<file path="src/hdl/sle_pkg.sv">
`timescale 1ns / 1ps
`default_nettype none

package sle_pkg;

  localparam int DEPTH    = 16;
  localparam int VALUE_W  = 32;
  localparam int CNT_W    = $clog2(DEPTH + 1);
  localparam int IDX_W    = $clog2(DEPTH);
  localparam int OCC_W    = 5;

  typedef enum logic [1:0] {
    ACT_HEAD  = 2'd0,
    ACT_TAIL  = 2'd1,
    ACT_ORDER = 2'd2,
    ACT_READ  = 2'd3
  } action_t;

  typedef enum logic [1:0] {
    ST_INSERTED = 2'd0,
    ST_FULL     = 2'd1,
    ST_ELEMENT  = 2'd2,
    ST_EMPTY    = 2'd3
  } status_t;

  typedef struct packed {
    action_t                    action;
    logic signed [VALUE_W-1:0]  value;
  } in_item_t;

  typedef struct packed {
    status_t                    status;
    logic signed [VALUE_W-1:0]  element;
    logic                       last;
    logic [OCC_W-1:0]           occupancy;
  } out_item_t;

  // controller to datapath
  typedef struct packed {
    logic    load_in;
    logic    cmp;
    logic    ins;
    logic    emit;
    status_t emit_status;
  } cmd_t;

  // datapath to controller
  typedef struct packed {
    logic cnt_zero;
    logic cnt_full;
    logic rd_last;
    logic out_free;
  } sts_t;

endpackage

`default_nettype wire

</file>
<file path="src/hdl/sle_ctrl.sv">
`timescale 1ns / 1ps
`default_nettype none

module sle_ctrl (
  input  wire logic            clk,
  input  wire logic            rst,
  input  wire logic            in_valid,
  input  wire sle_pkg::action_t in_action,
  output logic                 in_stall,
  input  wire sle_pkg::sts_t   sts,
  output sle_pkg::cmd_t        cmd
);
  import sle_pkg::*;

  typedef enum logic [2:0] {
    S_IDLE,
    S_CMP,
    S_INS,
    S_RESP,
    S_READ
  } state_t;

  state_t  state;
  state_t  state_next;
  status_t resp_status;
  status_t resp_status_next;

  assign in_stall = rst | (state != S_IDLE);

  always_comb begin
    state_next       = state;
    resp_status_next = resp_status;
    cmd              = '0;
    cmd.emit_status  = resp_status;
    case (state)
      S_IDLE: begin
        if (in_valid) begin
          cmd.load_in = 1'b1;
          if (in_action == ACT_READ) begin
            if (sts.cnt_zero) begin
              resp_status_next = ST_EMPTY;
              state_next       = S_RESP;
            end else begin
              state_next = S_READ;
            end
          end else if (sts.cnt_full) begin
            resp_status_next = ST_FULL;
            state_next       = S_RESP;
          end else begin
            state_next = S_CMP;
          end
        end
      end
      S_CMP: begin
        cmd.cmp    = 1'b1;
        state_next = S_INS;
      end
      S_INS: begin
        cmd.ins          = 1'b1;
        resp_status_next = ST_INSERTED;
        state_next       = S_RESP;
      end
      S_RESP: begin
        if (sts.out_free) begin
          cmd.emit   = 1'b1;
          state_next = S_IDLE;
        end
      end
      S_READ: begin
        cmd.emit_status = ST_ELEMENT;
        if (sts.out_free) begin
          cmd.emit = 1'b1;
          if (sts.rd_last) begin
            state_next = S_IDLE;
          end
        end
      end
      default: begin
        state_next = S_IDLE;
      end
    endcase
  end

  always_ff @(posedge clk) begin
    if (rst) begin
      state       <= S_IDLE;
      resp_status <= ST_INSERTED;
    end else begin
      state       <= state_next;
      resp_status <= resp_status_next;
    end
  end

endmodule

`default_nettype wire

</file>
<file path="src/hdl/sle_datapath.sv">
`timescale 1ns / 1ps
`default_nettype none

module sle_datapath (
  input  wire logic              clk,
  input  wire logic              rst,
  input  wire sle_pkg::in_item_t in_item,
  input  wire sle_pkg::cmd_t     cmd,
  output sle_pkg::sts_t          sts,
  output logic                   out_valid,
  input  wire logic              out_stall,
  output sle_pkg::out_item_t     out_item
);
  import sle_pkg::*;

  logic signed [VALUE_W-1:0] cells [DEPTH];
  action_t                   act;
  logic signed [VALUE_W-1:0] val;
  logic [CNT_W-1:0]          count;
  logic [IDX_W-1:0]          idx;
  logic [DEPTH-1:0]          flags;
  logic [DEPTH-1:0]          flags_next;
  logic [DEPTH-1:0]          pos_hot;
  logic [DEPTH-1:0]          at_or_after;

  assign sts.cnt_zero = (count == '0);
  assign sts.cnt_full = (count == CNT_W'(DEPTH));
  assign sts.rd_last  = ((CNT_W'(idx) + CNT_W'(1)) == count);
  assign sts.out_free = !out_valid || !out_stall;

  // per-cell insert candidates, the first set bit is the insert position
  always_comb begin
    for (int i = 0; i < DEPTH; i++) begin
      case (act)
        ACT_HEAD:  flags_next[i] = 1'b1;
        ACT_TAIL:  flags_next[i] = (CNT_W'(i) >= count);
        ACT_ORDER: flags_next[i] = (CNT_W'(i) >= count) || (cells[i] >= val);
        default:   flags_next[i] = 1'b0;
      endcase
    end
  end

  assign pos_hot     = flags & (~flags + DEPTH'(1));
  assign at_or_after = ~(pos_hot - DEPTH'(1));

  always_ff @(posedge clk) begin
    if (cmd.load_in) begin
      act <= in_item.action;
      val <= in_item.value;
    end
    if (cmd.cmp) begin
      flags <= flags_next;
    end
    if (cmd.ins) begin
      for (int i = 0; i < DEPTH; i++) begin
        if (pos_hot[i]) begin
          cells[i] <= val;
        end else if (at_or_after[i] && i > 0) begin
          cells[i] <= cells[(i > 0) ? i - 1 : 0];
        end
      end
    end
    if (cmd.emit) begin
      out_item.status    <= cmd.emit_status;
      out_item.occupancy <= OCC_W'(count);
      if (cmd.emit_status == ST_ELEMENT) begin
        out_item.element <= cells[idx];
        out_item.last    <= sts.rd_last;
      end else begin
        out_item.element <= '0;
        out_item.last    <= 1'b1;
      end
    end
  end

  always_ff @(posedge clk) begin
    if (rst) begin
      count     <= '0;
      idx       <= '0;
      out_valid <= 1'b0;
    end else begin
      if (cmd.ins) begin
        count <= count + CNT_W'(1);
      end
      if (cmd.load_in) begin
        idx <= '0;
      end else if (cmd.emit && cmd.emit_status == ST_ELEMENT) begin
        idx <= idx + IDX_W'(1);
      end
      if (cmd.emit) begin
        out_valid <= 1'b1;
      end else if (!out_stall) begin
        out_valid <= 1'b0;
      end
    end
  end

endmodule

`default_nettype wire

</file>
<file path="src/hdl/sorted_list_engine.sv">
// channel   | handshake                 | payload
// ----------+---------------------------+------------------------------------
// in        | in_valid / in_stall       | in_item  (action, value)
// out       | out_valid / out_stall     | out_item (status, element, last, occupancy)
//
// head, tail and in-order inserts step through accept, compare, shift, result
// an insert into a full list and a read-out of an empty list go from accept to result
// a read-out gives one stored value per cycle unless stalled, from a 16:1 cell mux
// output stalls hold the controller; a new item is taken while the last result waits
// reset empties the list; stored values are not cleared
`timescale 1ns / 1ps
`default_nettype none

module sorted_list_engine (
  input  wire logic               clk,
  input  wire logic               rst,
  input  wire logic               in_valid,
  output logic                    in_stall,
  input  wire sle_pkg::in_item_t  in_item,
  output logic                    out_valid,
  input  wire logic               out_stall,
  output sle_pkg::out_item_t      out_item
);
  import sle_pkg::*;

  cmd_t cmd;
  sts_t sts;

  sle_ctrl u_ctrl (
    .clk       (clk),
    .rst       (rst),
    .in_valid  (in_valid),
    .in_action (in_item.action),
    .in_stall  (in_stall),
    .sts       (sts),
    .cmd       (cmd)
  );

  sle_datapath u_datapath (
    .clk       (clk),
    .rst       (rst),
    .in_item   (in_item),
    .cmd       (cmd),
    .sts       (sts),
    .out_valid (out_valid),
    .out_stall (out_stall),
    .out_item  (out_item)
  );

endmodule

`default_nettype wire

</file>
<file path="config.mk">
export PLATFORM = sky130hd
export DESIGN_NAME = sorted_list_engine
export DESIGN_NICKNAME = d
export VERILOG_FILES = /design/src/hdl/sle_pkg.sv /design/src/hdl/sle_ctrl.sv /design/src/hdl/sle_datapath.sv /design/src/hdl/sorted_list_engine.sv
export SDC_FILE = /design/constraint.sdc
export NUM_CORES = 2
export LEC_CHECK = 0
export ABC_AREA = 1
export BUFFER_PORTS_ARGS = -buffer_cell sky130_fd_sc_hd__buf_2
export CORE_MARGIN = 3
export CORE_UTILIZATION = 25
export CTS_CLUSTER_DIAMETER = 50
export CTS_CLUSTER_SIZE = 24
export DETAILED_ROUTE_END_ITERATION = 10
export PLACE_DENSITY = 0.38
export SLEW_MARGIN = 20
export SYNTH_ARGS = -nofsm -noshare
export SYNTH_HDL_FRONTEND = slang
export SYNTH_SLANG_ARGS = --single-unit
</file>
<file path="constraint.sdc">
create_clock -name clk -period 7 [get_ports clk]
set_input_delay 0.35 -clock clk [delete_from_list [all_inputs] [get_ports clk]]
set_output_delay 0.35 -clock clk [all_outputs]
set_load 0.01 [all_outputs]
</file>
==> impl_metrics.env <==
export IMPL_rrSetupSlack_ns=2.85
export IMPL_syn_avg_cell_area_um2=8.50
export IMPL_grt_pass1_vias=33900
export IMPL_min_period_ns=4.15
export IMPL_maxSlewViolCount=0
export IMPL_p_total_mw=22.0
export IMPL_core_area_mm2=0.165
export IMPL_path_buf_inv=4
export IMPL_hold_end="u_ctrl.state[1]"
export IMPL_antenna_found_initial=3
export IMPL_drive_above_1_share_pct=8.94
export IMPL_setup_tns_ns=0
export IMPL_crit_family="buffers and inverters"
export IMPL_hp_start="in_valid"
export IMPL_setup_viol=0
export IMPL_tritoncts="yes"
export IMPL_synthArstFlopShare_pct=0
export IMPL_clk_latency_ns=0.74
export IMPL_crit_arrival_ns=4.51
export IMPL_hp_class="input port to flop"
export IMPL_slew_headroom_pct=27.5
export IMPL_fin_skew_ns=0.0403
export IMPL_dr_max_layer_used="met4"
export IMPL_synth_edf_count=602
export IMPL_wl_mm=175
export IMPL_start_util_pct=25.2
export IMPL_place_area_mm2=0.0446
export IMPL_crit_path_end_kind="flop"
export IMPL_cp_required_ns=7.36
export IMPL_htreeDepth=3
export IMPL_synth_compound_area_share_pct=16.3
export IMPL_drt_initial_drc_count=3169
export IMPL_dp_hpwl_mm=123
export IMPL_nFillCells=17700
export IMPL_rows=149
export IMPL_ff2ff_path_depth=7
export IMPL_synth_cell_area_mm2=0.0416
export IMPL_synthAdderAreaFrac_pct=15.5
export IMPL_drtAntennaViolNets=0
export IMPL_r2r_start="u_ctrl.state[1]"
export IMPL_stdcell_area_mm2=0.0490
export IMPL_dr_wl_met2_mm=77.3
export IMPL_synth_top_family_by_area="simple AND/OR/NAND/NOR gates"
export IMPL_ys_seq_area_share_pct=44.2
export IMPL_grt_pass1_wl_mm=250
export IMPL_die_x_um=414
export IMPL_status="finished clean"
export IMPL_worst_setup_path_start_kind="flop"
export IMPL_globalRouteTotalUtil_pct=20.1
export IMPL_worstReg2RegEnd="u_datapath.cells[11][12]"
export IMPL_route_met3_wl_mm=9.37
export IMPL_crit_type="flop to flop"
export IMPL_synth_simple_area_share_pct=18.5
export IMPL_routabilityCongestion=0.875
export IMPL_min_path_cells=5
export IMPL_syn_nets=5445
export IMPL_syn2layout_area_growth_pct=17.8
export IMPL_worst_pin_slew_ns=1.09
export IMPL_layout_commonest_cell="nand2_1"
export IMPL_synth_cell_types=41
export IMPL_fin_util_pct=29.7
export IMPL_first_pass_iters=6
export IMPL_ys_warn_count=0
export IMPL_drt_met1_wl_mm=83.4
export IMPL_synth_flop_cell="edfxtp_1"
export IMPL_synth_top_area_share_pct=43.5
export IMPL_cp_max_fo=34
export IMPL_maxCapViolCount=0
export IMPL_nets=5546
export IMPL_cts_root_buf="clkbuf_16"
export IMPL_grt_max_degree=158
export IMPL_vdd_drop_max_mv=0.239
export IMPL_fmax_mhz=241
export IMPL_synthCells=4891
export IMPL_overflow=0
export IMPL_fin_crit_sh_pct=59.3
export IMPL_clock_path_buffers=3
export IMPL_finalHoldViolCount=0
export IMPL_clkSinkCount=617
export IMPL_synth_xor_area_share_pct=0.105
export IMPL_ios=80
export IMPL_cp_common_cell="inv_2"
export IMPL_ys_ff_latch=617
export IMPL_slowest_stage="inv_2"
export IMPL_yosys_area_top_type="edfxtp_1"
export IMPL_p_per_area_mw_per_mm2=450
export IMPL_muxShareOfSynthArea_pct=0
export IMPL_wl_per_cell_um=24.0
export IMPL_cts_buffers=115
export IMPL_layout_common_cells="nand2_1, o21ai_0, edfxtp_1"
export IMPL_vias=35800
export IMPL_io_buffers=79
export IMPL_p_leak_nw=20.0
export IMPL_dieArea_mm2=0.171
export IMPL_drcViolationCount=0
export IMPL_max_stage_delay_ns=0.91
export IMPL_vias_per_cell=4.91
export IMPL_rsz0062_at_grt="no"
export IMPL_clk_pin_slew_ns=0.05
export IMPL_synthTopCellsByArea="edfxtp_1, ha_1, nand2_1, o21ai_0, a21oi_1"
export IMPL_crit_chain="inv_1 -> nor2_1 -> nand2_1 -> inv_2 -> nand2_4 -> inv_2 -> buf_4"
export IMPL_die_y_um=414
## layer usage
metal	global-route usage, %	up-vias
li1	-	17300
met1	29.2	17300
met2	31.3	971
met3	2.44	222
met4	5.16	0
met5	0	-
## registers in the layout (all words and copies together), names as in the netlist, 3 cells and up
name,cells
u_datapath.count,5
u_datapath.out_item,40
u_datapath.flags,16
u_ctrl.state,3
u_datapath.idx,4
u_datapath.val,32
u_datapath.cells,512
## stage by stage
| stage | hold WS, ns | cells | setup slack [ns] |
|---|---|---|---|
| after detailed placement | 0.465 | 7029 | 2.79 |
| final | 0.205 | 7282 | 2.85 |
| after global routing | 0.201 | 7281 | 2.61 |
| after global placement | 0.464 | 7019 | 1.41 |
| after floorplan | 0.403 | 4891 | 3.74 |
| after CTS | 0.160 | 7281 | 2.76 |
## where the power goes
group	internal [mW]	switching, mW	leakage [nW]	total (mW)
Sequential	6.13	1.13	5.71	7.26
Clock	3.82	2.19	1.98	6.01
Combinational	2.50	6.26	12.3	8.76
Total	12.4	9.58	20.0	22.0
## synthesized netlist by cell type (41+ instances only)
cell type,count
nand4_1,43
nand2_1,1403
buf_2,64
nor2_1,326
o21ai_0,718
inv_1,280
o21ai_1,41
a21oi_1,339
ha_1,516
edfxtp_1,602
nand3_1,112
clkbuf_1,115
## how the worst max path moves through the flow
stage               slack [ns]                  endpoint  cells past startpoint               start
detailed placement        2.79      u_datapath.flags[14]                     11  u_datapath.val[27]
CTS                       2.76      u_datapath.flags[14]                     11  u_datapath.val[27]
floorplan                 3.74         u_datapath.idx[2]                      9     u_ctrl.state[0]
finish                    2.85  u_datapath.cells[11][12]                      7     u_ctrl.state[1]
global route              2.61  u_datapath.cells[11][21]                      7     u_ctrl.state[1]
global placement          1.41       u_datapath.flags[4]                     10  u_datapath.val[27]
## area by class of cell
type	instances	area, um2	share of cell area, %
Inverter	321	1220	2.48
Clock buffer	123	2970	6.06
Sequential cell	617	18400	37.5
Antenna cell	1	2.50	0.00511
Clock inverter	94	1120	2.29
Multi-Input combinational cell	3735	21100	43.1
Tap cell	2189	2740	5.59
Timing Repair Buffer	202	1440	2.95
## tightest hold or removal path: stages
cell	delay, ns
buf_2	0.08
inv_1	0.11
nand2_1	0.15
a21oi_1	0.09
nor2_1	0.09
## logic make-up after synthesis
family                     Yosys count
and+or+nand+nor                   1940
xor gates and xnor gates             5
buffers and inverters              539
DFF                                617
AOI/OAI and AO/OA                 1274
adders and majority gates          516
## what timing repair did
action / 4_1_cts / 5_1_grt
gates resized for setup: 0 / 0
hold buffers: 35 / 0
buffers inserted: 0 / 0
endpoints found under the hold margin: 39 / 0
setup endpoints to repair: 0 / 0
Power figures use the tool's default switching activity.
